### src/sv/skip_sequence_word_search_unit_defines.svh
`ifndef SKIP_SEQUENCE_WORD_SEARCH_UNIT_DEFINES_SVH
`define SKIP_SEQUENCE_WORD_SEARCH_UNIT_DEFINES_SVH
// clocked assertion, quiet during reset
`define SSWS_ASSERT(label, prop, msg) \
  label: assert property (@(posedge clk) disable iff (rst) prop) else $error(msg);
// condition that must never hold, quiet during reset
`define SSWS_NEVER(label, cond, msg) \
  label: assert property (@(posedge clk) disable iff (rst) !(cond)) else $error(msg);
`endif

### src/sv/ssws_pkg.sv
package ssws_pkg;
  localparam int MAX_WORD_LEN = 16;
  localparam int MAX_SKIP     = 100;
  localparam int DICT_WORDS   = 16;
  localparam int SPAN         = MAX_SKIP * MAX_WORD_LEN;
  localparam int TEXT_AW      = 11;
  localparam int DICT_AW      = 8;
  localparam int RESULT_LIMIT = 64;

  localparam logic REQ_TEXT = 1'b0;
  localparam logic REQ_DICT = 1'b1;

  localparam logic CFG_SKIP_LOW  = 1'b0;
  localparam logic CFG_SKIP_HIGH = 1'b1;

  typedef struct packed {
    logic               text_we;
    logic [TEXT_AW-1:0] text_addr;
    logic [7:0]         text_data;
    logic               dict_we;
    logic [3:0]         dict_slot;
    logic [3:0]         dict_pos;
    logic [7:0]         dict_data;
    logic [4:0]         dict_len;
  } wr_t;
endpackage

### src/sv/ssws_front.sv
module ssws_front (
  input  logic           clk,
  input  logic           rst,
  input  logic           start,
  output logic           busy,
  input  logic           req_type,
  input  logic [7:0]     char_value,
  input  logic [3:0]     word_slot,
  input  logic [3:0]     letter_pos,
  input  logic [4:0]     word_length,
  input  logic           back_idle,
  input  logic           fifo_full,
  input  logic           fifo_empty,
  output logic           push,
  output logic [31:0]    push_start,
  output ssws_pkg::wr_t  wr
);
  logic        hold_valid;
  logic        h_type;
  logic [7:0]  h_char;
  logic [3:0]  h_slot;
  logic [3:0]  h_pos;
  logic [4:0]  h_len;
  logic [31:0] chars_seen;
  logic [31:0] chars_seen_next;
  logic        primed;
  logic        go;

  assign busy            = hold_valid;
  assign chars_seen_next = chars_seen + 32'd1;

  always_comb begin
    go = 1'b0;
    if (hold_valid) begin
      // dictionary changes wait until every queued search has finished
      if (h_type == ssws_pkg::REQ_DICT) begin
        go = back_idle && fifo_empty;
      end else begin
        go = !fifo_full;
      end
    end
  end

  always_comb begin
    wr.text_we   = go && (h_type == ssws_pkg::REQ_TEXT);
    wr.text_addr = chars_seen[ssws_pkg::TEXT_AW-1:0];
    wr.text_data = h_char;
    wr.dict_we   = go && (h_type == ssws_pkg::REQ_DICT)
                   && ({1'b0, h_slot} < 5'(ssws_pkg::DICT_WORDS))
                   && ({1'b0, h_pos} < 5'(ssws_pkg::MAX_WORD_LEN));
    wr.dict_slot = h_slot;
    wr.dict_pos  = h_pos;
    wr.dict_data = h_char;
    wr.dict_len  = (h_len > 5'(ssws_pkg::MAX_WORD_LEN)) ?
                   5'(ssws_pkg::MAX_WORD_LEN) : h_len;
  end

  assign push = wr.text_we &&
                (primed || (chars_seen_next == 32'(ssws_pkg::SPAN + 1)));
  assign push_start = chars_seen_next - 32'(ssws_pkg::SPAN + 1);

  always_ff @(posedge clk) begin
    if (start && !busy) begin
      h_type <= req_type;
      h_char <= char_value;
      h_slot <= word_slot;
      h_pos  <= letter_pos;
      h_len  <= word_length;
    end
  end

  always_ff @(posedge clk) begin
    if (rst) begin
      hold_valid <= 1'b0;
      chars_seen <= 32'd0;
      primed     <= 1'b0;
    end else begin
      if (start && !busy) begin
        hold_valid <= 1'b1;
      end else if (go) begin
        hold_valid <= 1'b0;
      end
      if (wr.text_we) begin
        chars_seen <= chars_seen_next;
        if (push) begin
          primed <= 1'b1;
        end
      end
    end
  end
endmodule

### config.mk
export PLATFORM = sky130hd
export DESIGN_NAME = ssws_front
export DESIGN_NICKNAME = d
export VERILOG_FILES = /design/src/sv/skip_sequence_word_search_unit_defines.svh /design/src/sv/ssws_pkg.sv /design/src/sv/ssws_front.sv
export SDC_FILE = /design/constraint.sdc
export NUM_CORES = 1
export LEC_CHECK = 0
export ABC_AREA = 1
export BUFFER_PORTS_ARGS = -buffer_cell sky130_fd_sc_hd__buf_2
export CORE_UTILIZATION = 33
export DETAILED_ROUTE_END_ITERATION = 10
export PLACE_DENSITY = 0.64
export SETUP_SLACK_MARGIN = 0.2
export SYNTH_ARGS = -nofsm -noshare
export SYNTH_HDL_FRONTEND = slang
export SYNTH_SLANG_ARGS = --single-unit
### constraint.sdc
create_clock -name clk -period 3.9 [get_ports clk]
set_clock_uncertainty 0.05 [all_clocks]
set_input_delay 0.78 -clock clk [delete_from_list [all_inputs] [get_ports clk]]
set_output_delay 0.78 -clock clk [all_outputs]
set_load 0.005 [all_outputs]
==> results.sh <==
export IMPL_cts_htree_levels=2
export IMPL_synth_top_family_by_area="simple AND/OR/NAND/NOR gates"
export IMPL_slew_headroom_pct=47.9
export IMPL_cts_hold_buffers_added=0
export IMPL_hold_violations=0
export IMPL_ys_seq_area_share_pct=33.5
export IMPL_pin_count=104
export IMPL_rr_startpoint="chars_seen[0]"
export IMPL_fp_dieW_um=112
export IMPL_grt_antenna_before_repair=0
export IMPL_fmax_ghz=0.288
export IMPL_worstPathRequired_ps=3070
export IMPL_diodes=0
export IMPL_syn_avg_cell_area_um2=6.72
export IMPL_seqCellArea_mm2=0.00135
export IMPL_power_density_mw_per_mm2=326
export IMPL_antenna_left=0
export IMPL_grt_ovfl_total=0
export IMPL_nFillCells=1252
export IMPL_synthesis_nets=627
export IMPL_critical_path_class="reg2out"
export IMPL_violations="design-rule violations"
export IMPL_r2r_slack_ps=1510
export IMPL_synth_warnings=0
export IMPL_path_clk_slew_ps=70
export IMPL_cts_sinks=56
export IMPL_rows=39
export IMPL_crit_path_end_kind="output port"
export IMPL_setup_viol=0
export IMPL_layout_commonest_cell="nand2_1"
export IMPL_finalCritPeriodShare_pct=89.0
export IMPL_portBuffers=103
export IMPL_first_iter_violations=275
export IMPL_synth_edf_count=22
export IMPL_multi_input_area_mm2=0.00214
export IMPL_track_usage_pct=17.5
export IMPL_rsz0062_at_grt="no"
export IMPL_clk_latency_ps=300
export IMPL_dpl_hpwl_um=8490
export IMPL_grt_pass1_vias=3614
export IMPL_drt_pass1_iterations=8
export IMPL_synth_mux_area_share_pct=0
export IMPL_cts_buffer_depth=2
export IMPL_ys_types=37
export IMPL_outcome="finished with violations"
export IMPL_critPathLaunchType="register"
export IMPL_start_util_pct=34.5
export IMPL_coreArea_mm2=0.0116
export IMPL_fp_dieH_um=112
export IMPL_wl_per_cell_um=13.1
export IMPL_drive_gt1_share_pct=25.2
export IMPL_vias=3883
export IMPL_layout_common_cells="nand2_1 (151), buf_2 (103), inv_1 (85), nor2_1 (70)"
export IMPL_maxSlewViolCount=0
export IMPL_synthSimpleGateAreaFrac_pct=35.9
export IMPL_drc=13
export IMPL_worstMarginPinSlew_ps=781
export IMPL_hp_class="reg2reg"
export IMPL_dieArea_mm2=0.0126
export IMPL_p_leak_nw=2.38
export IMPL_synthXorXnorAreaFrac_pct=5.87
export IMPL_cts_tree="yes"
export IMPL_min_path_cells=2
export IMPL_cts_setup_buffers=0
export IMPL_place_congestion=0.886
export IMPL_syn2layout_area_growth_pct=17.7
export IMPL_critPathMaxFanout=7
export IMPL_synth_flop_cell="dfxtp_1"
export IMPL_grt_max_degree=51
export IMPL_ir_drop_uv=212
export IMPL_hold_end="busy"
export IMPL_synth_compound_area_share_pct=10.1
export IMPL_ys_ff_latch=56
export IMPL_detail_route_wirelength_um=10800
export IMPL_arrival_ps=2640
export IMPL_cts_buffers=5
export IMPL_rr_worst_depth=13
export IMPL_drv_cap=0
export IMPL_syn_area_mm2=0.00401
export IMPL_synthAdderAreaFrac_pct=0.937
export IMPL_clock_root_buffer="clkbuf_16"
export IMPL_grt_pass1_wl_um=17600
export IMPL_vias_per_cell=4.72
export IMPL_fin_util_pct=40.6
export IMPL_min_from="busy"
export IMPL_r2r_end="primed"
export IMPL_postSynthCellCount=596
export IMPL_nets=709
export IMPL_finalCriticalPeriod_ps=3470
export IMPL_synthArstFlopShare_pct=0
export IMPL_tns_ps=0
## area by class of cell
class	instances	share of cell area, %
inverter	96	7.64
timing repair buffer	105	11.2
clock buffer	6	2.73
multi-input combinational	414	45.3
sequential	56	28.5
clock inverter	2	0.822
tap	143	3.79
## logic make-up after synthesis
group	count (synthesis)
fa+ha+maj	3
xor+xnor	26
buf+inv	126
compound gates	75
simple gates	310
flops	56
## synth_stat cells, types with 4 or more instances
cell | number | share of area [%]
o21ai_1 | 4 | 0.50
o211ai_1 | 4 | 0.75
nor2_1 | 72 | 6.7
xnor2_1 | 5 | 1.1
nand2_1 | 151 | 14
xor2_1 | 20 | 4.4
nor2_4 | 9 | 2.5
inv_2 | 9 | 0.84
nor2_2 | 4 | 0.62
nand4_1 | 6 | 0.94
edfxtp_1 | 22 | 16
nand2_2 | 17 | 2.7
dfxtp_1 | 34 | 17
a21oi_1 | 32 | 4.0
nand3_1 | 32 | 4.0
nand3b_1 | 4 | 0.75
inv_1 | 85 | 8.0
buf_4 | 20 | 3.7
o21ai_0 | 30 | 3.7
clkbuf_1 | 9 | 0.84
## critical path, cell delays in order (launching register included)
cell and delay (ps):
dfxtp_2 400, ha_1 220, nand3_1 120, xor2_1 200, nor2_1 240, nand2_1 110
nand2_1 130, nand2_2 140, nand2_2 170, nand3_2 140, nor2_4 170, xor2_1 170
buf_2 130
## worst max-delay path by stage
stage             startpoint              to  slack [ps]  cells after the start
3_3_place_gp   chars_seen[0]            push         700                     12
4_1_cts        chars_seen[0]  push_start[27]         350                     15
6_report       chars_seen[0]  push_start[21]         430                     12
5_1_grt        chars_seen[2]  push_start[29]         210                     14
2_1_floorplan  chars_seen[0]  push_start[29]        1100                     16
3_5_place_dp   chars_seen[0]  push_start[13]         690                     14
## registers in the layout, indices dropped and copies added, names as in the netlist
signal      flops
h_pos           4
h_char          8
primed          1
h_slot          4
chars_seen     32
h_len           5
h_type          1
busy            1
## power by group
group | switching [mW] | internal (mW)
clock network | 0.217 | 0.306
registers | 0.0230 | 0.640
logic | 0.205 | 0.146
total | 0.445 | 1.09
## layer usage
metal	global-route usage (%)	share of wire, %
met3	3.78	7.4
met5	0	0
met4	4.62	1.5
met2	28.7	45
met1	23.4	46
## per-stage QoR
stage	setup slack [ps]	instances	instance area, um2	power [mW]	hold slack [ps]
final	428	822	4720	1.54	446
after global routing	207	822	4720	1.63	462
after CTS	348	822	4700	1.56	450
after detailed placement	686	814	4530	1.02	438
after global placement	700	814	4530	1.02	441
after floorplan	1100	596	4010	0.897	436
## what timing repair did
item / CTS / global route
endpoints found under the hold margin: 0 / 0
endpoints found under the setup margin: 0 / 13
gates resized for setup: 0 / 7
(Power assumes the default switching activity.)
