**src/sv/skip_sequence_word_search_unit_defines.svh**
```systemverilog
`ifndef SKIP_SEQUENCE_WORD_SEARCH_UNIT_DEFINES_SVH
`define SKIP_SEQUENCE_WORD_SEARCH_UNIT_DEFINES_SVH
// clocked assertion, quiet during reset
`define SSWS_ASSERT(label, prop, msg) \
  label: assert property (@(posedge clk) disable iff (rst) prop) else $error(msg);
// condition that must never hold, quiet during reset
`define SSWS_NEVER(label, cond, msg) \
  label: assert property (@(posedge clk) disable iff (rst) !(cond)) else $error(msg);
`endif

```
**src/sv/ssws_fifo.sv**
```systemverilog
module ssws_fifo (
  input  logic        clk,
  input  logic        rst,
  input  logic        push,
  input  logic [31:0] push_data,
  input  logic        pop,
  output logic [31:0] pop_data,
  output logic        full,
  output logic        empty
);
  logic [31:0] mem [2];
  logic        wp;
  logic        rp;
  logic [1:0]  cnt;

  assign full     = (cnt == 2'd2);
  assign empty    = (cnt == 2'd0);
  assign pop_data = mem[rp];

  always_ff @(posedge clk) begin
    if (push) begin
      mem[wp] <= push_data;
    end
  end

  always_ff @(posedge clk) begin
    if (rst) begin
      wp  <= 1'b0;
      rp  <= 1'b0;
      cnt <= 2'd0;
    end else begin
      if (push) begin
        wp <= ~wp;
      end
      if (pop) begin
        rp <= ~rp;
      end
      cnt <= 2'(cnt + {1'b0, push} - {1'b0, pop});
    end
  end
endmodule

```
**config.mk**
```make
export PLATFORM = sky130hd
export DESIGN_NAME = ssws_fifo
export DESIGN_NICKNAME = d
export VERILOG_FILES = /design/src/sv/skip_sequence_word_search_unit_defines.svh /design/src/sv/ssws_fifo.sv
export SDC_FILE = /design/constraint.sdc
export NUM_CORES = 1
export LEC_CHECK = 0
export BUFFER_PORTS_ARGS = -buffer_cell sky130_fd_sc_hd__clkbuf_2
export CORE_AREA = 2 2 77 79
export CTS_CLUSTER_DIAMETER = 40
export DETAILED_ROUTE_END_ITERATION = 16
export DIE_AREA = 0 0 79 81
export GPL_ROUTABILITY_DRIVEN = 0
export PLACE_DENSITY = 0.84
export SLEW_MARGIN = 20
export SYNTH_ARGS = -nofsm -noshare
export SYNTH_HDL_FRONTEND = slang
export SYNTH_SLANG_ARGS = --single-unit
```
**constraint.sdc**
```tcl
create_clock -name clk -period 4.9 [get_ports clk]
set_clock_uncertainty 0.15 [all_clocks]
set_input_delay 0.245 -clock clk [delete_from_list [all_inputs] [get_ports clk]]
set_output_delay 0.245 -clock clk [all_outputs]
set_load 0.05 [all_outputs]
```
==> results of run 1 <==
report_power, final:
part / switching (W) / total, W / internal, W / leakage, nW
Sequential: 0.0000259 / 0.000713 / 0.000687 / 0.643
Clock: 0.000189 / 0.000468 / 0.000279 / 0.106
Combinational: 0.000175 / 0.000284 / 0.000109 / 0.726
Total: 0.000390 / 0.00147 / 0.00108 / 1.48
cells by family (layout without fill, tap and decap cells):
logic type	Yosys count	count (layout)	synth area share
XOR/XNOR	3	3	0.0149
adder cells (fa/ha/maj)	2	2	0.00933
buffers and inverters	6	120	0.0294
flip-flops	69	69	0.754
multiplexers	32	32	0.176
AND/OR/NAND/NOR	9	9	0.0163
per-layer routing:
layer | routed length [µm] | up-vias | track usage
met2 | 2290 | 53 | 0.244
met3 | 244 | 14 | 0.0533
met5 | 0 | - | 0
met1 | 1760 | 656 | 0.155
met4 | 127 | 0 | 0.0948
li1 | - | 681 | -
final cells by class:
class | instances | area (µm²)
clock buffers | 9 | 124
clock inverters | 6 | 78.8
flip-flops and latches | 69 | 2020
well taps | 75 | 93.8
multi-input cells | 46 | 589
fillers | 429 | 2080
repair buffers | 103 | 683
inverters | 2 | 7.51
cells in the final DEF (no fill, tap or decap), types with 3 or more instances in the layout:
cell and count:
clkbuf_2 69, clkbuf_8 9, clkinv_2 3, dfxtp_1 4, dlygate4sd3_1 33, edfxtp_1 64
mux2_4 30, nor2_1 5
synth_stat cells:
master	count
edfxtp_1	64
mux2_4	30
dfxtp_1	5
nor2_1	5
buf_12	3
nor2b_1	3
ha_1	2
inv_1	2
mux2_2	2
xnor2_1	2
and2_1	1
buf_6	1
xnor3_1	1
flip-flops by register name, indices dropped and copies added (netlist names), named ones only:
register / flops
mem: 64
wp: 1
rp: 1
cnt: 2
how the worst min path moves through the flow:
stage / endpoint / slack, ps
3_5_place_dp: mem[1][30]$_DFFE_PP_ / 290
4_1_cts: flop / 30
5_1_grt: rp$_SDFFE_PP0P_ / 60
6_report: flop / 50
3_3_place_gp: mem[1][2]$_DFFE_PP_ / 280
2_1_floorplan: cnt[0]$_SDFF_PP0_ / 170
timing repair:
item                      CTS  global route
hold buffers               33             0
gates resized for setup     0             0
hold endpoints to repair   69             0
through the flow:
step                      cells  area, µm²  hold slack (ps)
after global placement      262       3070              285
after CTS                   310       3600             33.7
final                       310       3600             47.6
after floorplan             121       2680              167
after global routing        310       3600             58.6
after detailed placement    262       3070              288
==> flow_summary_export.csv, run 1 <==
group,metric,value,unit
routing,drt-pass1-iter-count,4,
clock_network,cts_buffer_depth,2,
min_path,hold_start,"pop",
logic_synthesis,synthesis.area,0.00268,mm²
power_and_ir_drop,p_per_area,407,mW/mm²
routing,ant_nets,0,
worst_setup_path,r2r_end,"mem[0][23]$_DFFE_PP_",
worst_setup_path,reg2reg_slack,3300,ps
floorplanning,core,0.00568,mm²
job,cap_viol_max_count,0,
grt,grt_usage,0.145,
logic_synthesis,netlist_top_cells_area,"edfxtp_1 72%, mux2_4 17%, dfxtp_1 3.7%",
timing,rsz0062_at_grt,"false",
clock_network,cts_tree,"yes",
routing,wire_per_inst,14.2,µm
worst_setup_path,r2r-start,"wp$_SDFFE_PP0P_",
clock_network,cts-root-buf,"clkbuf_8",
logic_synthesis,synth-seq-cells,69,
power_and_ir_drop,power.total,0.00147,W
clock_network,htreeDepth,3,
timing,setup_viol_count_final,0,
clock_network,clock_latency,330,ps
finish,final_util,0.634,
grt,grt-ovfl-total,0,
worst_setup_path,arrival,2030,ps
worst_setup_path,startpoint_type,"flop",
timing,tightest_slew,1040,ps
worst_setup_path,cpMaxStageDelayCell,"dfxtp_2",
logic_synthesis,syn_inst,121,
outcome,status,"completed",
grt,grt_max_degree,33,
timing,finalHoldViolCount,0,
worst_setup_path,cp_num_buf_inv,1,
floorplanning,dieWidth,79,µm
timing,setup_tns,0,ps
logic_synthesis,avgSynthCellArea,22.2,µm²
floorplanning,fp.dieH,81,µm
logic_synthesis,synth_nets,159,
logic_synthesis,synth_cell_types,13,
min_path,hold_path.class,"in2reg",
logic_synthesis,ys_warn_count,0,
min_path,whs_path_depth,3,
power_and_ir_drop,leakagePower,1.48,nW
grt,first_global_vias,1405,
worst_setup_path,crit_chain,"mux2_2 > clkbuf_2",
logic_synthesis,yosysTopAreaCell,"edfxtp_1",
finish,final_net_count,269,
worst_setup_path,critPathCapture,"pop_data[31]",
worst_setup_path,slowest_delay,1020,ps
logic_synthesis,synth_top_area_frac,0.716,
clock_network,clk_pin_slew,70,ps
clock_network,cts_setup_buffers,0,
worst_setup_path,crit_type,"reg2out",
floorplanning,die_area,0.00640,mm²
worst_setup_path,worstSetupEndpointType,"primary output",
placement,dp_hpwl,2640,µm
power_and_ir_drop,ir_drop,0.242,mV
timing,layout_setup_ws,2470,ps
routing,num_vias,1404,
timing,clock.fmax,412,MHz
floorplanning,start_util,0.473,
clock_network,cts.sinks,69,
worst_setup_path,crit_family,"flip-flops",
worst_setup_path,reg2reg_depth,1,
logic_synthesis,synth_seq_area_share,0.754,
worst_setup_path,cp.depth,2,
grt,grt_pass1_wl,6490,µm
worst_setup_path,crit_fanout,32,
timing,maxSlewViolCount,0,
routing,drtIter0Drc,47,
finish,syn_to_final_growth,34.2,%
timing,period_needed,2430,ps
floorplanning,core.rowCount,28,
routing,post-route-drc-count,0,
finish,antennaDiodeCount,0,
routing,via_per_inst,4.53,
routing,wl,4420,µm
placement,place_ws,2810,ps
placement,io_buffers,69,
floorplanning,ios,70,
timing,fin_crit_sh,0.496,
timing,relSlewSlack,0.307,
finish,drive_gt1_frac,0.502,
clock_network,cts_made_buffers,9,
worst_setup_path,cp.required,4510,ps
grt,grt_antenna_before_repair,0,
Note: power is estimated with default switching activity, not from simulation.
==> run 2, diff against run 1 <==
clock period = 2.5 ns   (was 4.9 ns; I/O delays follow)
==> run 2 against run 1 <==
Against the previous run: critical path depth increased by 1; non-clock buffer count is 5 higher; register-to-register slack got worse by 2200 ps; cell count up 1.9%; combinational power increased by 100%; sequential power grew 94%; core utilization up 0.40 points; sequential share of layout area fell by 0.35 points; clock power is 75% higher; first-iteration DRC count rose by 72%; critical path type unchanged; largest power group unchanged.
==> flow_summary_export.csv, run 2 (same netlist as run 1, synthesis figures left out) <==
group,metric,value,unit
grt,grt-ovfl-total,0,
worst_setup_path,r2r-start,"wp$_SDFFE_PP0P_",
worst_setup_path,crit_fanout,13,
timing,maxSlewViolCount,0,
clock_network,htreeDepth,3,
grt,grt_usage,0.145,
routing,wl,4340,µm
finish,largest_reg_flops,64,
power_and_ir_drop,leakagePower,1.48,nW
routing,via_per_inst,4.53,
clock_network,cts_made_buffers,9,
finish,nFillCells,411,
routing,drt-pass1-iter-count,4,
routing,num_vias,1432,
floorplanning,die_area,0.00640,mm²
timing,setup_tns,0,ps
routing,drtIter0Drc,81,
finish,reg.largest.list,"mem: 64 flops, cnt: 2 flops",
clock_network,cts_buffer_depth,2,
timing,setup_viol_count_final,0,
clock_network,cts.sinks,69,
clock_network,cts_setup_buffers,0,
worst_setup_path,r2r_end,"mem[1][8]$_DFFE_PP_",
timing,period_needed,2050,ps
grt,grt_max_degree,33,
timing,tightest_slew,418,ps
min_path,hold_start,"push_data[9]",
placement,dp_hpwl,2730,µm
min_path,whs_path_depth,2,
clock_network,cts-root-buf,"clkbuf_8",
min_path,hold_path.class,"in2reg",
worst_setup_path,worstSetupEndpointType,"primary output",
floorplanning,fp.dieH,81,µm
grt,grt_pass1_wl,6730,µm
floorplanning,ios,70,
timing,clock.fmax,488,MHz
finish,top_register,"mem",
worst_setup_path,reg2reg_depth,2,
placement,io_buffers,69,
power_and_ir_drop,p_per_area,767,mW/mm²
worst_setup_path,crit_type,"reg2out",
grt,first_global_vias,1509,
timing,holdWs,381,ps
routing,ant_nets,0,
timing,finalHoldViolCount,0,
floorplanning,start_util,0.473,
clock_network,clock_latency,330,ps
timing,fin_crit_sh,0.819,
finish,syn_to_final_growth,35.0,%
floorplanning,dieWidth,79,µm
worst_setup_path,reg2reg_slack,1070,ps
finish,final_net_count,274,
power_and_ir_drop,ir_drop,0.479,mV
finish,stdcell_area,0.00362,mm²
worst_setup_path,cp.required,2230,ps
worst_setup_path,arrival,1770,ps
clock_network,cts_tree,"yes",
timing,relSlewSlack,0.721,
finish,layout_common_cells,"69 x clkbuf_2, 64 x edfxtp_1, 35 x dlygate4sd3_1",
finish,final_common_cell,"clkbuf_2",
min_path,hold_end,"mem[0][9]$_DFFE_PP_",
finish,drive_gt1_frac,0.498,
worst_setup_path,startpoint_type,"flop",
timing,rsz0062_at_grt,"false",
clock_network,clk_pin_slew,70,ps
job,cap_viol_max_count,0,
placement,placed_area,0.00309,mm²
floorplanning,core.rowCount,28,
finish,final_util,0.638,
grt,grt_antenna_before_repair,0,
floorplanning,core,0.00568,mm²
routing,wire_per_inst,13.7,µm
outcome,status,"completed",
routing,post-route-drc-count,0,
finish,antennaDiodeCount,0,
## run 2: cell types whose count changed in the layout (fill, tap and decap cells not counted), sizes merged
cell,delta
clkinvlp,+1
dlygate4sd3,+2
clkbuf,+2
buf,+3
bufinv,-1
clkinv,-1
## run 2: cell type report
type	instances	area, µm²	share of cell area
Clock inverter	5	51.3	0.0142
Multi-Input combinational cell	46	589	0.163
Timing Repair Buffer	108	726	0.200
Sequential cell	69	2020	0.559
Tap cell	75	93.8	0.0259
Clock buffer	11	131	0.0363
Inverter	2	7.51	0.00207
## run 2: report_power, final
part	switching, W	total, W	internal [W]	leakage, nW
Sequential	0.0000323	0.00138	0.00135	0.643
Combinational	0.000362	0.000581	0.000219	0.750
Clock	0.000363	0.000817	0.000454	0.0907
## run 2: how the worst max path moves through the flow
stage                               start                   to  slack, ps
after floorplan           wp$_SDFFE_PP0P_  mem[0][0]$_DFFE_PP_        160
after global placement               flop          pop_data[8]        810
after detailed placement             flop         pop_data[16]        790
after CTS                            flop         pop_data[16]        430
after global routing                 flop          pop_data[8]        360
final                                flop         pop_data[19]        450
## run 2: timing repair
action,4_1_cts,5_1_grt
resized for setup,0,0
endpoints found under the setup margin,0,0
hold buffers,35,0
hold endpoints to repair,69,0
## run 2: worst max-delay path, stage by stage, from the launching register on
cell and delay [ps]:
dfxtp_2 540, buf_4 330, mux2_4 330, clkbuf_2 240
## run 2: per-layer routing
| layer | track usage | wire (µm) | part of all wire |
|---|---|---|---|
| met5 | 0 | 0 | 0 |
| met1 | 0.155 | 1690 | 0.39 |
| met3 | 0.0433 | 200 | 0.046 |
| met2 | 0.253 | 2330 | 0.54 |
| met4 | 0.0897 | 114 | 0.026 |
## run 2: metrics by stage
step,total power [W],cells,setup slack (ps)
after floorplan,0.00184,121,158
after global placement,0.00194,265,808
final,0.00278,316,452
after CTS,0.00281,316,426
after global routing,0.00290,316,359
after detailed placement,0.00195,265,793
==> run 3, diff against run 2 <==
ABC_AREA = 1   (was default)
CORE_AREA = 2 2 79 81   (was 2 2 77 79)
DIE_AREA = 0 0 81 83   (was 0 0 79 81)
clock period = 1.85 ns   (was 2.5 ns; I/O delays follow)
==> run 3 against run 2 <==
Against the previous run: total power increased by 32%; register-to-register slack got worse by 650 ps; critical path depth unchanged; flip-flop and latch count unchanged; synthesized cell count increased by 8.3%; synthesized area increased by 0.28%; clock power increased by 35%; sequential share of layout area decreased by 0.72 points; non-clock buffer count unchanged; wire length increased by 0.65%; sequential power increased by 33%; first-iteration DRC count decreased by 21%; critical path type unchanged; critical endpoint is now pop_data[0]; largest cell class unchanged; highest routed layer unchanged.
==> flow_summary_export.csv, run 3 <==
group,metric,value,unit
outcome,status,"completed",
logic_synthesis,ys_async_sr_fraction,0,
finish,layout_common_cells,"69 x clkbuf_2, 64 x edfxtp_1, 36 x dlygate4sd3_1",
routing,route.met2.wl,2400,µm
logic_synthesis,synth_nets,169,
logic_synthesis,synth_seq_area_share,0.752,
routing,wire_per_inst,13.4,µm
worst_setup_path,startpoint_type,"flop",
worst_setup_path,reg2reg_depth,8,
logic_synthesis,synthesis.area,0.00269,mm²
logic_synthesis,synth_top_area_frac,0.714,
routing,wl,4370,µm
routing,drtIter0Drc,64,
finish,stdcell_area,0.00367,mm²
worst_setup_path,crit_type,"reg2out",
floorplanning,fp.dieH,83,µm
min_path,hold_start,"push_data[1]",
finish,top_register,"mem",
logic_synthesis,syn_inst,131,
min_path,whs_path_depth,2,
placement,place_inst,274,
clock_network,cts_tree,"yes",
routing,wl_met1,1690,µm
timing,tightest_slew,289,ps
logic_synthesis,netlist_top_cells_area,"edfxtp_1 71%, mux2_4 17%, dfxtp_1 3.7%",
logic_synthesis,avgSynthCellArea,20.5,µm²
grt,grt_usage,0.142,
grt,grt-ovfl-total,0,
worst_setup_path,crit_chain,"buf_12 > mux2_2 > clkbuf_2",
timing,maxSlewViolCount,0,
clock_network,clock_latency,320,ps
logic_synthesis,ys_warn_count,0,
worst_setup_path,crit_fanout,32,
timing,fin_crit_sh,0.953,
logic_synthesis,yosysTopAreaCell,"edfxtp_1",
floorplanning,core,0.00582,mm²
power_and_ir_drop,power.total,0.00367,W
logic_synthesis,synth-seq-cells,69,
power_and_ir_drop,ir_drop,0.475,mV
logic_synthesis,synth-edff-count,64,
routing,routed.top_layer,"met4",
clock_network,cts_resized,0,
routing,ant_nets,0,
routing,met3WireLength,170,µm
logic_synthesis,ys.flop_type,"edfxtp_1",
grt,grt_pass1_wl,6890,µm
finish,drive_gt1_frac,0.474,
clock_network,cts_made_buffers,9,
timing,relSlewSlack,0.808,
placement,dp_hpwl,2740,µm
timing,period_needed,1760,ps
logic_synthesis,synth.most_common_cell,"edfxtp_1",
routing,via_per_inst,4.49,
clock_network,cts.sinks,69,
power_and_ir_drop,leakagePower,1.52,nW
worst_setup_path,cp.required,1610,ps
grt,grt_max_degree,33,
worst_setup_path,r2r-start,"cnt[0]$_SDFF_PP0_",
timing,finalHoldViolCount,0,
worst_setup_path,worstSetupEndpointType,"primary output",
routing,drt-pass1-iter-count,4,
worst_setup_path,slowest_delay,370,ps
floorplanning,dieWidth,81,µm
finish,nFillCells,442,
worst_setup_path,r2r_end,"cnt[1]$_SDFF_PP0_",
logic_synthesis,synth_cell_types,14,
finish,largest_reg_flops,64,
timing,rsz0062_at_grt,"false",
finish,syn_to_final_growth,36.4,%
job,cap_viol_max_count,0,
worst_setup_path,reg2reg_slack,420,ps
logic_synthesis,ys_top_cells_by_count,"64 x edfxtp_1, 30 x mux2_4, 8 x inv_1, 8 x nor2_1, 5 x dfxtp_1",
timing,setup_viol_count_final,0,
clock_network,cts_setup_buffers,0,
worst_setup_path,crit_family,"buffers and inverters",
timing,clock.fmax,567,MHz
clock_network,cts_buffer_depth,2,
floorplanning,ios,70,
routing,post-route-drc-count,0,
placement,placed_area,0.00313,mm²
placement,io_buffers,69,
clock_network,clk_pin_slew,60,ps
clock_network,cts-root-buf,"clkbuf_8",
worst_setup_path,arrival,1520,ps
grt,grt_antenna_before_repair,0,
timing,holdWs,340,ps
routing,num_vias,1464,
finish,final_net_count,284,
timing,setup_tns,0,ps
clock_network,htreeDepth,3,
floorplanning,start_util,0.463,
worst_setup_path,cp_num_buf_inv,2,
finish,final_common_cell,"clkbuf_2",
floorplanning,die_area,0.00672,mm²
power_and_ir_drop,p_per_area,1000,mW/mm²
min_path,hold_path.class,"in2reg",
min_path,hold_end,"mem[1][1]$_DFFE_PP_",
floorplanning,core.rowCount,28,
finish,reg.largest.list,"mem: 64 flops, cnt: 2 flops",
finish,stdcell_count,326,
worst_setup_path,cpMaxStageDelayCell,"mux2_2",
grt,first_global_vias,1485,
finish,antennaDiodeCount,0,
run 3: where the power goes:
group	internal [W]	total [W]	switching (W)
Sequential	0.00180	0.00183	0.0000263
Clock	0.000613	0.00110	0.000487
Combinational	0.000279	0.000744	0.000466
run 3: layout make-up:
cell class / instances / area [µm²] / area share
Timing Repair Buffer: 108 / 766 / 0.209
Clock inverter: 5 / 51.3 / 0.0140
Sequential cell: 69 / 2020 / 0.551
Multi-Input combinational cell: 50 / 574 / 0.156
Clock buffer: 11 / 131 / 0.0358
Tap cell: 75 / 93.8 / 0.0256
Inverter: 8 / 30.0 / 0.00818
run 3: through the flow:
step                      utilization  worst slack, ps
final                           0.631             87.3
after global placement          0.538              434
after floorplan                     -              123
after detailed placement        0.538              409
after CTS                       0.631             45.5
after global routing            0.631             29.8
run 3: kinds of logic after synthesis:
logic type,count (synthesis),share of synthesized area
muxes,32,0.176
DFF,69,0.752
adders and majority gates,2,0.00930
buffers and inverters,12,0.0377
and+or+nand+nor,14,0.0205
AOI/OAI and AO/OA,1,0.00186
xor gates and xnor gates,1,0.00326
run 3: how the worst max path moves through the flow:
stage | slack, ps | cells after the start | start | to
final | 90 | 3 | flop | pop_data[0]
after global routing | 30 | 3 | flop | pop_data[0]
after CTS | 50 | 3 | flop | pop_data[0]
after detailed placement | 410 | 8 | cnt[0]$_SDFF_PP0_ | cnt[1]$_SDFF_PP0_
after global placement | 430 | 3 | flop | pop_data[31]
after floorplan | 120 | 1 | wp$_SDFFE_PP0P_ | mem[0][0]$_DFFE_PP_
run 3: timing repair:
item                       CTS  global route
hold buffers                36             0
hold endpoints to repair    69             0
setup endpoints to repair    0             0
run 3: layer usage:
layer / GRT usage / vias up
li1: - / 718
met3: 0.0326 / 9
met2: 0.248 / 43
met4: 0.0878 / 0
met1: 0.151 / 694
met5: 0 / -
